$ cat src/hw/rtl/stepper_full_step_drive_defines.svh
// assertion macros shared by the stepper drive rtl
// needs a clock named clk and an active-high reset named rst in the using module
`ifndef STEPPER_FULL_STEP_DRIVE_DEFINES_SVH
`define STEPPER_FULL_STEP_DRIVE_DEFINES_SVH

// same-cycle implication, skipped during reset
`define STP_ASSERT_IMP(label, ante, cons, msg) \
  label: assert property (@(posedge clk) disable iff (rst) (ante) |-> (cons)) \
    else $error(msg);

// next-cycle implication, skipped during reset
`define STP_ASSERT_NEXT(label, ante, cons, msg) \
  label: assert property (@(posedge clk) disable iff (rst) (ante) |=> (cons)) \
    else $error(msg);

`endif

$ cat src/hw/rtl/stp_pkg.sv
// shared types and constants for the stepper full-step drive
// no dependencies
package stp_pkg;

  // drive modes carried in s_tuser
  localparam logic [1:0] MODE_IDLE = 2'd0;
  localparam logic [1:0] MODE_FWD  = 2'd1;
  localparam logic [1:0] MODE_REV  = 2'd2;

  // how the back end finds the speed readout
  localparam logic [1:0] SPD_ZERO = 2'd0;
  localparam logic [1:0] SPD_SLOW = 2'd1;
  localparam logic [1:0] SPD_DIV  = 2'd2;

  // period rules
  localparam logic [11:0] SLOW_LIMIT  = 12'd80;
  localparam logic [15:0] SLOW_PERIOD = 16'd50000;
  localparam logic [15:0] BASE_PERIOD = 16'd36000;
  localparam logic [15:0] CAP_SUB     = 16'd33000;
  // reciprocal of ten in 16 fractional bits, exact for 12-bit samples
  localparam logic [12:0] RECIP_TEN   = 13'd6554;

  // speed rules
  localparam logic [23:0] SPD_NUM    = 24'(3276800 * 60 / 20);
  localparam logic [11:0] SLOW_SPEED = 12'd200;
  localparam logic [11:0] SPD_MAX    = 12'd3276;
  localparam int          DIV_STEPS  = 12;

  localparam int QUEUE_DEPTH = 2;

  // one classified step between front and back
  typedef struct packed {
    logic [1:0]  speed_kind;
    logic [15:0] period;
    logic        awake;
    logic [3:0]  coils;   // a_in1, a_in2, b_in1, b_in2 from msb down
  } stp_entry_t;

  // full-step bridge pattern for a phase
  function automatic logic [3:0] coil_pattern(input logic [1:0] phase);
    logic [3:0] pat;
    case (phase)
      2'd0: pat = 4'b1010;
      2'd1: pat = 4'b0110;
      2'd2: pat = 4'b0101;
      2'd3: pat = 4'b1001;
      default: pat = 4'b0000;
    endcase
    return pat;
  endfunction

endpackage

$ cat src/hw/rtl/stp_front.sv
// front end: accepts step beats, keeps phase counters and the held period
// depends on stp_pkg
module stp_front (
  input  logic              clk,
  input  logic              rst,
  input  logic              s_tvalid,
  output logic              s_tready,
  input  logic [1:0]        s_tuser,   // drive_mode
  input  logic [15:0]       s_tdata,   // pot_sample [11:0], zeros above
  output logic              push,
  output stp_pkg::stp_entry_t push_data,
  input  logic              full
);
  import stp_pkg::*;

  logic [1:0]  fwd_phase;
  logic [1:0]  rev_phase;
  logic [15:0] held_period;

  logic [1:0]  mode;
  logic [11:0] sample;
  logic        drive;
  logic        is_fwd;
  logic        slow;
  logic [24:0] recip_prod;
  logic [8:0]  tens;
  logic [15:0] sub;
  logic [15:0] sub_cap;
  logic [15:0] period;

  assign mode   = s_tuser;
  assign sample = s_tdata[11:0];
  assign drive  = (mode == MODE_FWD) || (mode == MODE_REV);
  assign is_fwd = (mode == MODE_FWD);

  assign s_tready = !full;
  assign push     = s_tvalid && s_tready;

  // period from the sample: tens via reciprocal, times 100 by shifts, capped
  assign slow       = sample < SLOW_LIMIT;
  assign recip_prod = {13'd0, sample} * {12'd0, RECIP_TEN};
  assign tens       = recip_prod[24:16];
  assign sub        = {1'b0, tens, 6'd0} + {2'b0, tens, 5'd0} + {5'b0, tens, 2'd0};
  assign sub_cap    = (sub > CAP_SUB) ? CAP_SUB : sub;
  assign period     = slow ? SLOW_PERIOD : (BASE_PERIOD - sub_cap);

  // classify the beat for the back end
  always_comb begin
    push_data.coils      = 4'b0000;
    push_data.awake      = 1'b0;
    push_data.period     = held_period;
    push_data.speed_kind = SPD_ZERO;
    if (drive) begin
      push_data.coils      = coil_pattern(is_fwd ? fwd_phase : rev_phase);
      push_data.awake      = 1'b1;
      push_data.period     = period;
      push_data.speed_kind = slow ? SPD_SLOW : SPD_DIV;
    end
  end

  // phase counters and held period advance on driving beats
  always_ff @(posedge clk) begin
    if (rst) begin
      fwd_phase   <= 2'd0;
      rev_phase   <= 2'd0;
      held_period <= 16'd0;
    end else if (push && drive) begin
      held_period <= period;
      if (is_fwd) begin
        fwd_phase <= fwd_phase - 2'd1;
      end else begin
        rev_phase <= rev_phase + 2'd1;
      end
    end
  end

endmodule

$ cat src/hw/rtl/stp_fifo.sv
// short queue of classified steps between front and back end
// depends on stp_pkg and the assertion macros
`include "stepper_full_step_drive_defines.svh"
module stp_fifo #(
  parameter int DEPTH = stp_pkg::QUEUE_DEPTH
) (
  input  logic                clk,
  input  logic                rst,
  input  logic                push,
  input  stp_pkg::stp_entry_t push_data,
  output logic                full,
  input  logic                pop,
  output stp_pkg::stp_entry_t pop_data,
  output logic                empty
);
  import stp_pkg::*;

  localparam int PTR_W = (DEPTH > 1) ? $clog2(DEPTH) : 1;
  localparam int CNT_W = $clog2(DEPTH + 1);

  stp_entry_t        slots [DEPTH];
  logic [PTR_W-1:0]  wr_ptr;
  logic [PTR_W-1:0]  rd_ptr;
  logic [CNT_W-1:0]  count;

  assign full     = (count == CNT_W'(DEPTH));
  assign empty    = (count == '0);
  assign pop_data = slots[rd_ptr];

  // entry storage
  always_ff @(posedge clk) begin
    if (push) begin
      slots[wr_ptr] <= push_data;
    end
  end

  // pointers and fill count
  always_ff @(posedge clk) begin
    if (rst) begin
      wr_ptr <= '0;
      rd_ptr <= '0;
      count  <= '0;
    end else begin
      if (push) begin
        wr_ptr <= (wr_ptr == PTR_W'(DEPTH - 1)) ? '0 : wr_ptr + 1'b1;
      end
      if (pop) begin
        rd_ptr <= (rd_ptr == PTR_W'(DEPTH - 1)) ? '0 : rd_ptr + 1'b1;
      end
      if (push && !pop) begin
        count <= count + 1'b1;
      end else if (pop && !push) begin
        count <= count - 1'b1;
      end
    end
  end

  `STP_ASSERT_IMP(a_no_overflow, push, !full, "push into a full queue")
  `STP_ASSERT_IMP(a_no_underflow, pop, !empty, "pop from an empty queue")
  `STP_ASSERT_IMP(a_count_range, 1'b1, count <= CNT_W'(DEPTH), "queue count out of range")

endmodule

$ cat src/hw/rtl/stp_back.sv
// back end: speed divider and output register for step results
// depends on stp_pkg and the assertion macros
`include "stepper_full_step_drive_defines.svh"
module stp_back (
  input  logic                clk,
  input  logic                rst,
  input  logic                empty,
  output logic                pop,
  input  stp_pkg::stp_entry_t pop_data,
  output logic                m_tvalid,
  input  logic                m_tready,
  // coil_a_in1, coil_a_in2, coil_b_in1, coil_b_in2, driver_awake,
  // step_period [20:5], speed_rpm_x100 [32:21], zeros above
  output logic [39:0]         m_tdata
);
  import stp_pkg::*;

  localparam logic [1:0] ST_IDLE = 2'd0;
  localparam logic [1:0] ST_DIV  = 2'd1;
  localparam logic [1:0] ST_DONE = 2'd2;

  logic [1:0]  state;
  stp_entry_t  job;
  logic [11:0] quot;
  logic [15:0] rem;
  logic [11:0] num_low;
  logic [3:0]  div_cnt;

  logic [3:0]  out_coils;
  logic        out_awake;
  logic [15:0] out_period;
  logic [11:0] out_speed;

  logic        out_free;
  logic        out_load;
  logic [16:0] trial;
  logic        fits;

  assign out_free = !m_tvalid || m_tready;
  assign out_load = (state == ST_DONE) && out_free;
  assign pop      = (state == ST_IDLE) && !empty;

  // one quotient bit per cycle
  assign trial = {rem, num_low[11]};
  assign fits  = trial >= {1'b0, job.period};

  // sequencer
  always_ff @(posedge clk) begin
    if (rst) begin
      state    <= ST_IDLE;
      m_tvalid <= 1'b0;
      div_cnt  <= 4'd0;
    end else begin
      // result beat valid: set on load, cleared once taken
      if (out_load) begin
        m_tvalid <= 1'b1;
      end else if (m_tready) begin
        m_tvalid <= 1'b0;
      end
      case (state)
        ST_IDLE: begin
          if (!empty) begin
            job     <= pop_data;
            rem     <= {4'd0, SPD_NUM[23:12]};
            num_low <= SPD_NUM[11:0];
            div_cnt <= 4'd0;
            quot    <= (pop_data.speed_kind == SPD_SLOW) ? SLOW_SPEED : 12'd0;
            state   <= (pop_data.speed_kind == SPD_DIV) ? ST_DIV : ST_DONE;
          end
        end
        ST_DIV: begin
          rem     <= fits ? 16'(trial - {1'b0, job.period}) : trial[15:0];
          quot    <= {quot[10:0], fits};
          num_low <= {num_low[10:0], 1'b0};
          div_cnt <= div_cnt + 4'd1;
          if (div_cnt == 4'(DIV_STEPS - 1)) begin
            state <= ST_DONE;
          end
        end
        ST_DONE: begin
          if (out_free) begin
            out_coils  <= job.coils;
            out_awake  <= job.awake;
            out_period <= job.period;
            out_speed  <= quot;
            state      <= ST_IDLE;
          end
        end
        default: begin
          state <= ST_IDLE;
        end
      endcase
    end
  end

  // result beat packing
  assign m_tdata = {7'd0, out_speed, out_period, out_awake,
                    out_coils[0], out_coils[1], out_coils[2], out_coils[3]};

  `STP_ASSERT_IMP(a_sleep_quiet, m_tvalid && !out_awake, (out_coils == 4'b0000) && (out_speed == 12'd0), "sleeping beat drives coils or speed")
  `STP_ASSERT_IMP(a_speed_max, m_tvalid, out_speed <= SPD_MAX, "speed readout above range")
  `STP_ASSERT_NEXT(a_div_exit, (state == ST_DIV) && (div_cnt == 4'(DIV_STEPS - 1)), state == ST_DONE, "divider did not finish")

endmodule

$ cat src/hw/rtl/stepper_full_step_drive.sv
// top level of the bipolar stepper full-step drive
// depends on stp_pkg, stp_front, stp_fifo and stp_back
//
// One input beat per step tick gives a drive mode (s_tuser) and a 12-bit pot
// sample; one result beat returns the four bridge levels, the driver wake bit,
// the step timer period and the speed readout. The front end takes a beat
// whenever the queue has room. The back end skips the divider for idle or slow
// steps; a normal step runs the bit-serial divider, which forms 9830400/period
// one quotient bit per cycle; the back end takes no new beat from the queue
// until the last result is loaded. A queue of QUEUE_DEPTH entries lets input
// beats be taken while results wait on m_tready.
module stepper_full_step_drive #(
  parameter int QUEUE_DEPTH = stp_pkg::QUEUE_DEPTH
) (
  input  logic        clk,
  input  logic        rst,
  input  logic        s_tvalid,
  output logic        s_tready,
  input  logic [1:0]  s_tuser,   // drive_mode
  input  logic [15:0] s_tdata,   // pot_sample [11:0], zeros above
  output logic        m_tvalid,
  input  logic        m_tready,
  // coil_a_in1, coil_a_in2, coil_b_in1, coil_b_in2, driver_awake,
  // step_period [20:5], speed_rpm_x100 [32:21], zeros above
  output logic [39:0] m_tdata
);
  import stp_pkg::*;

  logic       push;
  logic       full;
  logic       pop;
  logic       empty;
  stp_entry_t push_data;
  stp_entry_t pop_data;

  // classify incoming step beats
  stp_front u_front (
    .clk       (clk),
    .rst       (rst),
    .s_tvalid  (s_tvalid),
    .s_tready  (s_tready),
    .s_tuser   (s_tuser),
    .s_tdata   (s_tdata),
    .push      (push),
    .push_data (push_data),
    .full      (full)
  );

  // decoupling queue
  stp_fifo #(
    .DEPTH (QUEUE_DEPTH)
  ) u_fifo (
    .clk       (clk),
    .rst       (rst),
    .push      (push),
    .push_data (push_data),
    .full      (full),
    .pop       (pop),
    .pop_data  (pop_data),
    .empty     (empty)
  );

  // speed divide and result output
  stp_back u_back (
    .clk      (clk),
    .rst      (rst),
    .empty    (empty),
    .pop      (pop),
    .pop_data (pop_data),
    .m_tvalid (m_tvalid),
    .m_tready (m_tready),
    .m_tdata  (m_tdata)
  );

endmodule

$ cat config.mk
export PLATFORM = sky130hd
export DESIGN_NAME = stepper_full_step_drive
export DESIGN_NICKNAME = d
export VERILOG_FILES = /design/src/hw/rtl/stp_pkg.sv /design/src/hw/rtl/stp_front.sv /design/src/hw/rtl/stp_fifo.sv /design/src/hw/rtl/stp_back.sv /design/src/hw/rtl/stepper_full_step_drive.sv
export VERILOG_INCLUDE_DIRS = /design/src /design/src/hw/rtl
export SDC_FILE = /design/constraint.sdc
export NUM_CORES = 1
export LEC_CHECK = 0
export CAP_MARGIN = 5
export CORE_MARGIN = 4
export CORE_UTILIZATION = 59
export DETAILED_ROUTE_END_ITERATION = 12
export DONT_BUFFER_PORTS = 1
export HOLD_SLACK_MARGIN = 0.15
export PLACE_DENSITY = 0.78
export SYNTH_ARGS = -nofsm -noshare
export SYNTH_HDL_FRONTEND = slang
export SYNTH_SLANG_ARGS = --single-unit
$ cat constraint.sdc
create_clock -name clk -period 8.6 [get_ports clk]
set_clock_uncertainty 0.1 [all_clocks]
set_input_delay 0.86 -clock clk [delete_from_list [all_inputs] [get_ports clk]]
set_output_delay 0.86 -clock clk [all_outputs]
set_load 0.03 [all_outputs]
==> results of run 1 <==
## worst min-delay path by stage
stage                            to  slack, ps  cells past startpoint
2_1_floorplan      u_back.out_awake        300                      0
3_3_place_gp   u_back.out_speed[11]        300                      0
3_5_place_dp    u_back.out_coils[1]        310                      0
4_1_cts         u_back.out_coils[3]        320                      0
5_1_grt         u_back.out_coils[3]        320                      0
6_report        u_back.out_coils[3]        320                      0
## metal layers
layer / global-route usage / share of wire / vias up
met4: 0.0742 / 0.025 / 0
met2: 0.400 / 0.52 / 176
li1: - / - / 3411
met3: 0.0303 / 0.032 / 49
met1: 0.260 / 0.43 / 3458
met5: 0 / 0 / -
## registers in the layout, summed over array words and instances, names as in the netlist, 2 cells and up, named ones only
register and flops:
u_fifo.slots 42, u_back.job 19, u_back.out_period 14, u_back.rem 14
u_front.held_period 14, u_back.out_speed 12, u_back.quot 12, u_back.div_cnt 4
u_back.out_coils 4, u_back.state 2, u_fifo.count 2, u_front.fwd_phase 2
u_front.rev_phase 2
## repair_timing
| action | 4_1_cts | 5_1_grt |
|---|---|---|
| setup endpoints to repair | 0 | 14 |
| resized for setup | 0 | 22 |
| setup buffers | 0 | 6 |
## cell usage in the layout (no fill, tap or decap), types with 13 or more instances in the layout
cell type / n
sky130_fd_sc_hd__ha_1: 112
sky130_fd_sc_hd__dfxtp_1: 30
sky130_fd_sc_hd__ha_4: 14
sky130_fd_sc_hd__nand2_1: 44
sky130_fd_sc_hd__buf_4: 68
sky130_fd_sc_hd__a21o_1: 20
sky130_fd_sc_hd__xor2_1: 16
sky130_fd_sc_hd__clkbuf_16: 19
sky130_fd_sc_hd__and2_1: 18
sky130_fd_sc_hd__nor2_1: 63
sky130_fd_sc_hd__a21oi_1: 37
sky130_fd_sc_hd__edfxtp_1: 118
sky130_fd_sc_hd__inv_1: 117
sky130_fd_sc_hd__fa_1: 38
sky130_fd_sc_hd__nor3_1: 13
sky130_fd_sc_hd__xnor2_1: 23
sky130_fd_sc_hd__mux2_2: 20
sky130_fd_sc_hd__o21ai_0: 34
sky130_fd_sc_hd__nand3_1: 17
## cells by family after synthesis
kind of cell / after synthesis / share of synthesized area
AOI/OAI and AO/OA: 182 / 0.129
xor gates and xnor gates: 42 / 0.0363
DFF: 148 / 0.409
other: 1 / 0.000370
muxes: 27 / 0.0291
buffers and inverters: 153 / 0.0609
adders and majority gates: 166 / 0.234
and+or+nand+nor: 210 / 0.102
## final cells by class
type / instances / area [um^2] / share of cell area
multi-input combinational: 636 / 5750 / 0.488
tap: 220 / 275 / 0.0234
sequential: 148 / 4140 / 0.352
clock buffer: 22 / 517 / 0.0439
clock inverter: 10 / 101 / 0.00861
timing repair buffer: 69 / 522 / 0.0443
inverter: 124 / 465 / 0.0395
## per-stage QoR
stage	setup TNS (ps)	hold slack (ps)	setup WS, ps	cell area [um^2]
after global placement	-571	302	-136	11000
final	0	320	336	11800
after detailed placement	-1480	308	-262	11000
after CTS	0	321	123	11600
after global routing	-61.7	322	-23.0	11800
after floorplan	0	300	6.53	10400
==> impl_summary.md, run 1 <==
Logic synthesis
Counting instances in the post-synthesis netlist gives the leading cell types as 127 x sky130_fd_sc_hd__ha_1, 123 x sky130_fd_sc_hd__inv_1, 118 x sky130_fd_sc_hd__edfxtp_1. The sequential cell area fraction in the yosys report is 0.409. For this run, the leading register cell type out of synthesis is sky130_fd_sc_hd__edfxtp_1. The number of warnings reported in the yosys synthesis log is 0.

The most frequent cell after synthesis is sky130_fd_sc_hd__ha_1. In the synthesized netlist the async set-or-reset flop fraction comes to 0. Yosys attributes the largest share of cell area to sky130_fd_sc_hd__edfxtp_1 35%, sky130_fd_sc_hd__ha_1 16%, sky130_fd_sc_hd__fa_1 7.7%. The number of distinct library cell variants in the gate-level netlist after synthesis is between 70 and 80.

In this run, synthesis produced a sequential element count of roughly 150. The post-synthesis instance area is 0.0101 mm^2. Of the post-synthesis cell area, the dominant cell type holds 0.350. Counting flops with a built-in enable in the synthesized netlist gives 118.

In the synthesized netlist, the number of instances is around 930. The average cell area after synthesis is 10.9 um^2. The biggest area consumer among synthesized cells is sky130_fd_sc_hd__edfxtp_1.

STA
The maximum achievable frequency is 121 MHz. The count of endpoints failing setup in the final report is 0. The headroom to the max-slew limit is 0.332.

The final worst-path cycle share is 0.961. The shortest period the worst path allows is 8260 ps. The count of final hold-check violations is 0. The total count of max-transition violations in the final report is 0.

The worst-margin pin slew is around 1000 ps.

Clock tree
The number of H-tree branching levels is 4. For the worst-skew pair, the clock arrives at the later sink with an insertion delay of between 400 and 500 ps. TritonCTS built the clock tree.

In this run, post-CTS hold repair placed 0 buffers. The longest clock path from root to sink contains 2 buffers. The root buffer cell chosen for the clock tree is sky130_fd_sc_hd__clkbuf_16. The number of buffers added by the clock tree synthesis step is 17.

Clock tree synthesis found a total of about 150 sinks. The clock slew seen by the registers of the worst setup and hold paths is around 70 ps.

Setup path
The startpoint of the lowest-slack register-to-register path is u_back.job[8]. Measured in cells, the most critical reg-to-reg path has a length of 13. The worst setup path endpoint is u_fifo.slots[0][11]. The cell with the most instances on the worst path is sky130_fd_sc_hd__fa_1.

The kind of critical path is input pin to register. The worst register-to-register path has a setup slack of slightly above 5000 ps. The data arrival time of the critical path is between 8000 and 9000 ps. In this run the number of cells on the critical path is 38.

The startpoint type of the worst setup path is an input pin. The largest stage delay on the critical path is 500 ps. The launch point of the critical path is s_tdata[4]. Of all nets on the critical path, the largest fanout is 6. At the worst endpoint, the required time is 8630 ps. On the critical path, the stage with the largest delay is an instance of sky130_fd_sc_hd__fa_1.

Among cell families on the critical path, the largest total delay comes from adder cells. The worst register-to-register path ends at u_back.rem[7]. The number of buffer and inverter instances along the worst setup path is 6.

The worst setup path is captured at a register.

Outcome
The run finished with clean final reports.

Job
Max-cap violations in this run came to 0.

Routing
The total number of vias is between 7000 and 8000. In this run the remaining antenna-violating nets after routing total 0. The number of search-and-repair iterations in the first detailed-routing pass is 8. In the final routed layout, each cell accounts on average for ~17 um. In the routed layout, each cell is associated on average with a via count of around 5.8. The DRC violation count after routing is 0. The final wirelength is around 21 mm.

The DRC marker count from the first detailed-route iteration is ~420.

Hold path
The startpoint identified for the worst hold timing path is u_back.job[3]. The tightest min-delay check is of the register to register type.

Die
The starting utilization of the core area is 0.607. The core area is about 0.017 mm^2. Measured along the x axis, the die boundary spans approximately 140 um.

The floorplan die area is a little under 0.02 mm^2. For this design the top-level I/O count stands at 64. Measured along the y axis, the die boundary spans between 100 and 150 um. The standard-cell row count is 47.

Cells and area
After the flow finishes, the layout carries non-filler instances totaling ~1200. The relative area change from synthesis to final layout is 16.2%. In the final layout, the share of cells above drive strength 1 is 0.186. After the last flow step, the layout net total stands at 1184. The final core utilization is 0.705.

0 antenna diodes ended up in the layout. The number of inserted filler cells in the final layout is 1142.

Placed design
At the end of routability-driven placement, the weighted congestion stood at a little under 0.9. The number of buffers added on ports is 0. The sum of net half-perimeters after detailed placement is between 15 and 20 mm. The number of placed instances with taps included is 1191.

GRT
In the global route stage, overall resource usage came out at 0.217. The remaining global-route overflow is 0. Entering global routing, the biggest net connects 29 pins. The via count of the first global-routing pass came to 7126. The initial antenna violation count was 0. The wire length of the first global-routing pass is 34.2 mm.
Power of run 1 is not shown: default switching activity piles up to over one toggle a cycle in this logic, so the estimate is an artifact.
==> run 2, diff against run 1 <==
- ABC_AREA: not set -> 1
==> impl_summary.md, run 2 <==
Cells and area
The count of nets after finishing was 1369 (+16%). Leaving out fill and tap cells, the most frequent cell in the layout is sky130_fd_sc_hd__inv_1. The fraction of final layout cells with drive strength greater than 1 is 0.111 (-0.0758).

The relative area change from synthesis to final layout is 9.15%. The register containing the most flip-flops in the final layout is u_fifo.slots. The antenna cell count came to 0 (unchanged). The flip-flop count of the largest register after layout is 42 (unchanged). In the final layout, the registers with the most flip-flops are u_fifo.slots: 42 flops, u_back.job: 19 flops. The number of inserted filler cells in the final layout is 1331 (+17%). Leaving out fill and tap cells, the most frequent cells in the layout are 234 x sky130_fd_sc_hd__inv_1, 207 x sky130_fd_sc_hd__nand2_1, 123 x sky130_fd_sc_hd__ha_1, 118 x sky130_fd_sc_hd__edfxtp_1, 65 x sky130_fd_sc_hd__nor2_1.

Clock tree
The number of buffers added by the clock tree synthesis step is 17 (unchanged). The number of buffers on the longest clock path is 2 (unchanged). The clock insertion delay at the later pin of the skew report was 420 ps (about the same). The number of H-tree branching levels is 4 (unchanged). The clock slew seen by the registers of the worst setup and hold paths is 70 ps (about the same). The number of buffers added for setup after CTS was 0 (unchanged). The TritonCTS sink count is 148 (unchanged). The TritonCTS clock tree is yes. The clock root buffer master is sky130_fd_sc_hd__clkbuf_16.

Logic synthesis
The average cell area after synthesis is 9.15 um^2 (-16%). The number of distinct library cell variants in the gate-level netlist after synthesis is 49 (-35%). In the post-synthesis netlist, the biggest area contributors are sky130_fd_sc_hd__edfxtp_1 33%, sky130_fd_sc_hd__ha_1 15%, sky130_fd_sc_hd__inv_1 8.3%. The sequential cell area fraction in the yosys report came to 0.389 (-0.0197). The number of enable-type register cells in the synthesized netlist is 118 (unchanged).

The register bit count reported by yosys is 148 (unchanged). The synthesized netlist cell count is 1163 (+25%). By count the netlist is led by 234 x sky130_fd_sc_hd__inv_1, 208 x sky130_fd_sc_hd__nand2_1, 127 x sky130_fd_sc_hd__ha_1. The post-synthesis instance area came to 0.0106 mm^2 (+5.1%). The top cell type's share of synthesized area is 0.333 (-0.0168).

For this run, the leading register cell type out of synthesis is sky130_fd_sc_hd__edfxtp_1. The biggest area consumer among synthesized cells is sky130_fd_sc_hd__edfxtp_1. The proportion of synthesized flip-flops having asynchronous set or reset came to 0 (unchanged). The number of warnings reported in the yosys synthesis log was 0 (unchanged). sky130_fd_sc_hd__inv_1 is the most common cell in the netlist.

Routing
The remaining antenna violation count is 0 (unchanged). The DRC marker count from the first detailed-route iteration is 363 (-13%). The total number of vias was 7508 (+5.8%).

The per-cell via count in the routed design was 5.29 (-8.3%). The routed length per instance came to 14.4 um (-14%). The number of search-and-repair iterations in the first detailed-routing pass is 5 (-3). The DRC violation count after routing is 0 (unchanged).

The final wirelength is 20.5 mm (-0.99%).

Hold path
The number of cells on the worst hold path is 0 (unchanged). The worst min-delay path category is register to register. In this run the most critical hold path is launched from u_back.quot[11].

Die
The core area is 0.0175 mm^2 (+4.6%). The starting utilization of the core area is 0.609 (+0.00235). The die width is 142 um (+2.4%).

The floorplan die area came to 0.0203 mm^2 (+4.8%). The I/O pin total is 64 (unchanged). The die boundary height was 142 um (+2.4%). The standard-cell row count came to 48 (+2.1%).

Placed design
The global placer's final weighted congestion is 0.905 (+2.3%). The sum of net half-perimeters after detailed placement is 15.8 mm (+2.8%). The number of buffers added on ports is 0 (unchanged).

Setup path
The worst reg-to-reg path cell count was 9 (-4). The data arrival time of the critical path was 8040 ps (-260 ps). The slowest stage of the critical path belongs to the cell sky130_fd_sc_hd__fa_1.

The startpoint of the lowest-slack register-to-register path is u_back.job[17]. The critical-path maximum fanout is 6 (unchanged). The worst setup path is launched from an input pin. The critical path is of the input pin to register type.

The cell with the most instances on the worst path is sky130_fd_sc_hd__nand2_1. STA classifies the critical path endpoint as a register. The data required time at the worst endpoint is 8640 ps (about the same). The launch point of the critical path is s_tdata[7].

The largest stage delay on the critical path is 540 ps (+40 ps).

STA
The maximum achievable frequency was 125 MHz (+3.3%). The final total negative setup slack came to 0 ps (unchanged). The worst-margin pin slew is 997 ps (-5.49 ps). The shortest period the worst path allows was 8000 ps (-268 ps). The headroom to the max-slew limit is 0.334 (+0.00275). Setup repair after global routing left no endpoint under its margin. The total count of max-transition violations in the final report is 0 (unchanged).

The count of endpoints failing setup in the final report is 0 (unchanged). The final worst-path cycle share is 0.930 (-0.0311). The count of final hold-check violations came to 0 (unchanged).

GRT
The wire length of the first global-routing pass is 34.6 mm (+1.2%). The global routing usage summed across all routing layers came to 0.210 (-0.00733). The initial antenna violation count is 0 (unchanged). The via count of the first global-routing pass was 7563 (+6.1%). The remaining global-route overflow is 0 (unchanged). The maximum number of pins on one net before global-route repair is 32 (+10%).

Outcome
The flow ran to the end, and the final reports show no timing, DRC or antenna violations.

Job
The number of max-capacitance violations reported is 0 (unchanged).
[run 2: changes by cell type in the layout (fill, tap and decap cells not counted), moves of 17 or more]
cell,delta
sky130_fd_sc_hd__nand2_1,+163
sky130_fd_sc_hd__inv_1,+117
sky130_fd_sc_hd__buf_4,-51
sky130_fd_sc_hd__nand3_1,+27
sky130_fd_sc_hd__a21oi_1,+23
sky130_fd_sc_hd__and2_1,-17
sky130_fd_sc_hd__o21ai_0,+17
[run 2: final cells by class]
type,instances,area (um^2),area share
multi-input combinational,755,5550,0.477
tap,225,282,0.0242
sequential,148,4140,0.357
inverter,242,908,0.0782
timing repair buffer,17,128,0.0110
clock buffer,17,425,0.0366
clock inverter,15,184,0.0158
[run 2: worst paths after layout]
check	to	slack, ps
hold reg to reg	u_back.out_speed[11]	320
hold / removal	u_back.out_speed[11]	320
setup / recovery	u_fifo.slots[0][11]	600
setup reg to reg	u_back.rem[14]	5610
[run 2: worst max-delay path: cells and delay by family]
kind                       cells  cell delay, ps
buffers and inverters          9             590
xor gates and xnor gates       1             190
adders and majority gates      9            3470
AOI/OAI and AO/OA              7            1160
and+or+nand+nor               23            1770
[run 2: metal layers]
| metal | GRT usage | wire length (um) |
|---|---|---|
| met5 | 0 | 0 |
| met4 | 0.0455 | 229 |
| met3 | 0.0360 | 523 |
| met2 | 0.399 | 11100 |
| met1 | 0.247 | 8690 |
[run 2: repair_timing]
action | CTS | global route
hold buffers | 0 | 0
endpoints found under the setup margin | 0 | 12
hold endpoints to repair | 0 | 0
resized for setup | 0 | 12
[run 2: logic make-up (layout without fill, tap and decap cells)]
family | after synthesis | after routing | synth area share
AOI/OAI and AO/OA | 149 | 149 | 0.0789
buffers and inverters | 268 | 291 | 0.100
adders and majority gates | 166 | 166 | 0.223
and+or+nand+nor | 382 | 382 | 0.162
muxes | 21 | 21 | 0.0221
xor gates and xnor gates | 28 | 28 | 0.0248
DFF | 148 | 148 | 0.389
other | 1 | 9 | 0.000352
[run 2: stage by stage]
stage / setup slack, ps / utilization / hold WS, ps / instances / area (um^2)
3_5_place_dp: 2.11 / 0.626 / 305 / 1387 / 10900
5_1_grt: 2.15 / 0.665 / 333 / 1419 / 11600
2_1_floorplan: 436 / - / 300 / 1171 / 10700
3_3_place_gp: 160 / 0.626 / 301 / 1387 / 10900
6_report: 604 / 0.665 / 320 / 1419 / 11600
4_1_cts: 409 / 0.660 / 321 / 1419 / 11500
Power of run 2 is left out for the same reason.
==> run 3, diff against run 2 <==
- BUFFER_PORTS_ARGS: not set -> -buffer_cell sky130_fd_sc_hd__clkbuf_2
- CORE_UTILIZATION: 59 -> 46
- DONT_BUFFER_PORTS: 1 -> not set
- PLACE_DENSITY: 0.78 -> 0.65
==> impl_summary.md, run 3 (synthesis gave the netlist of run 2 again) <==
Placed design
The number of buffers added on ports is 50 (+50). The worst setup slack after placement was 3.44 ps (+1.33 ps). The global placer's final weighted congestion is 0.873 (-3.5%).

The sum of net half-perimeters after detailed placement is 15.6 mm (-1.3%).

STA
The final worst-path cycle share is 0.937 (+0.00669). Setup repair after global routing left no endpoint under its margin. The final total negative setup slack was 0 ps (unchanged). The headroom to the max-slew limit came to 0.363 (+0.0289). The total count of max-transition violations in the final report is 0 (unchanged). The shortest period the worst path allows is 8050 ps (+57.6 ps).

The count of final hold-check violations was 0 (unchanged). The worst-margin pin slew is 954 ps (-43.3 ps). The least setup slack across all paths after layout is 546 ps (-57.6 ps). The count of endpoints failing setup in the final report is 0 (unchanged). The maximum achievable frequency is 124 MHz (-0.71%).

GRT
The wire length of the first global-routing pass came to 34.2 mm (-1.2%). The initial antenna violation count came to 0 (unchanged). The maximum number of pins on one net before global-route repair is 32 (unchanged).

The global routing usage summed across all routing layers was 0.159 (-0.0508). The via count of the first global-routing pass is 7560 (-0.040%). The remaining global-route overflow is 0 (unchanged).

Setup path
The data arrival time of the critical path is 8120 ps (+80 ps). The largest stage delay on the critical path is 540 ps (about the same). The slowest stage of the critical path is the sky130_fd_sc_hd__fa_1 cell. The kind of critical path is input pin to register. The cell with the most instances on the worst path is sky130_fd_sc_hd__nand2_1. The critical-path maximum fanout came to 4 (-2). The startpoint type of the worst setup path is an input pin. The worst setup path is captured at a register. The data required time at the worst endpoint came to 8670 ps (+30 ps).

Clock tree
The clock root buffer master is sky130_fd_sc_hd__clkbuf_16. The TritonCTS clock tree is yes. The post-cts hold buffer count was 0 (unchanged). The number of buffers added by the clock tree synthesis step is 17 (unchanged). The clock insertion delay at the later pin of the skew report is 420 ps (about the same).

The clock slew seen by the registers of the worst setup and hold paths was 60 ps (about the same). The number of buffers on the longest clock path is 2 (unchanged). The number of H-tree branching levels came to 4 (unchanged).

The TritonCTS sink count is 148 (unchanged).

Die
The standard-cell row count is 55 (+15%). The floorplan die area is 0.0256 mm^2 (+27%). The core area came to 0.0227 mm^2 (+30%). The die width is 160 um (+13%). The I/O pin total came to 64 (unchanged).

The starting utilization of the core area came to 0.469 (-0.140). The die boundary height is 160 um (+13%).

Routing
The number of search-and-repair iterations in the first detailed-routing pass is 4 (-1). The DRC marker count from the first detailed-route iteration was 400 (+10%). The final wirelength is 19.4 mm (-5.3%).

The total number of vias is 7579 (+0.95%). The routed length per instance came to 12.5 um (-14%). The per-cell via count in the routed design is 4.88 (-7.8%).

The remaining antenna violation count is 0 (unchanged). The DRC violation count after routing is 0 (unchanged).

Cells and area
In the final layout, the registers with the most flip-flops are u_fifo.slots: 42 flops, u_back.job: 19 flops. The count of nets after finishing was 1444 (+5.5%). The antenna cell count came to 0 (unchanged). From synthesis to final layout, the design area changed by 14.2%. The top cell types in the final layout, fill and taps aside, are 233 x sky130_fd_sc_hd__inv_1, 206 x sky130_fd_sc_hd__nand2_1, 121 x sky130_fd_sc_hd__ha_1, 118 x sky130_fd_sc_hd__edfxtp_1, 65 x sky130_fd_sc_hd__nor2_1. The number of inserted filler cells in the final layout is 2067 (+55%). u_fifo.slots holds more flip-flops than any other register. The flip-flop count of the largest register after layout was 42 (unchanged). The fraction of final layout cells with drive strength greater than 1 is 0.166 (+0.0557). The library cell used most frequently in the layout, excluding fill and tap cells, is sky130_fd_sc_hd__inv_1.

Hold path
The worst min-delay path category is register to register.

Outcome
The flow ran to the end, and the final reports show no timing, DRC or antenna violations.

Job
The number of max-capacitance violations reported is 0 (unchanged).
==> run 3: through the flow <==
step	area, um^2	hold slack [ps]	util	std cells
2_1_floorplan	10700	300	-	1171
3_3_place_gp	11400	301	0.504	1519
3_5_place_dp	11400	305	0.504	1519
4_1_cts	12000	319	0.529	1551
5_1_grt	12200	324	0.535	1554
6_report	12200	320	0.535	1554
==> run 3: cell type report <==
cell class | instances | area [um^2] | share of cell area
Clock buffer | 18 | 429 | 0.0353
Sequential cell | 148 | 4140 | 0.341
Timing Repair Buffer | 92 | 578 | 0.0475
Inverter | 242 | 908 | 0.0747
Tap cell | 285 | 357 | 0.0293
Clock inverter | 14 | 143 | 0.0117
Multi-Input combinational cell | 755 | 5600 | 0.461
==> run 3: critical path, delay by kind of cell <==
kind	cells	cell delay, ps
xor+xnor	1	140
buf+inv	8	510
compound gates	5	970
fa+ha+maj	9	3400
simple gates	27	2220
==> run 3: timing repair <==
item / CTS / global route
setup buffers: 0 / 3
resized for setup: 0 / 19
endpoints found under the setup margin: 0 / 23
==> run 3: final timing paths <==
check                           slack [ps]             endpoint  cells past startpoint           from
worst min register to register         320  u_back.out_coils[2]                      0  u_back.job[2]
worst max register to register        5700       u_back.rem[15]                     16  u_back.rem[3]
worst min-delay path                   320  u_back.out_coils[2]                      0  u_back.job[2]
worst max-delay path                   550  u_fifo.slots[0][19]                     50     s_tdata[7]
==> run 3: per-layer routing <==
| layer | up-vias | GRT usage | wire length, um |
|---|---|---|---|
| li1 | 3952 | - | - |
| met1 | 3525 | 0.202 | 8890 |
| met2 | 83 | 0.288 | 9820 |
| met3 | 19 | 0.0196 | 477 |
| met4 | 0 | 0.0399 | 225 |
| met5 | - | 0 | 0 |
Power of run 3 is left out for the same reason.
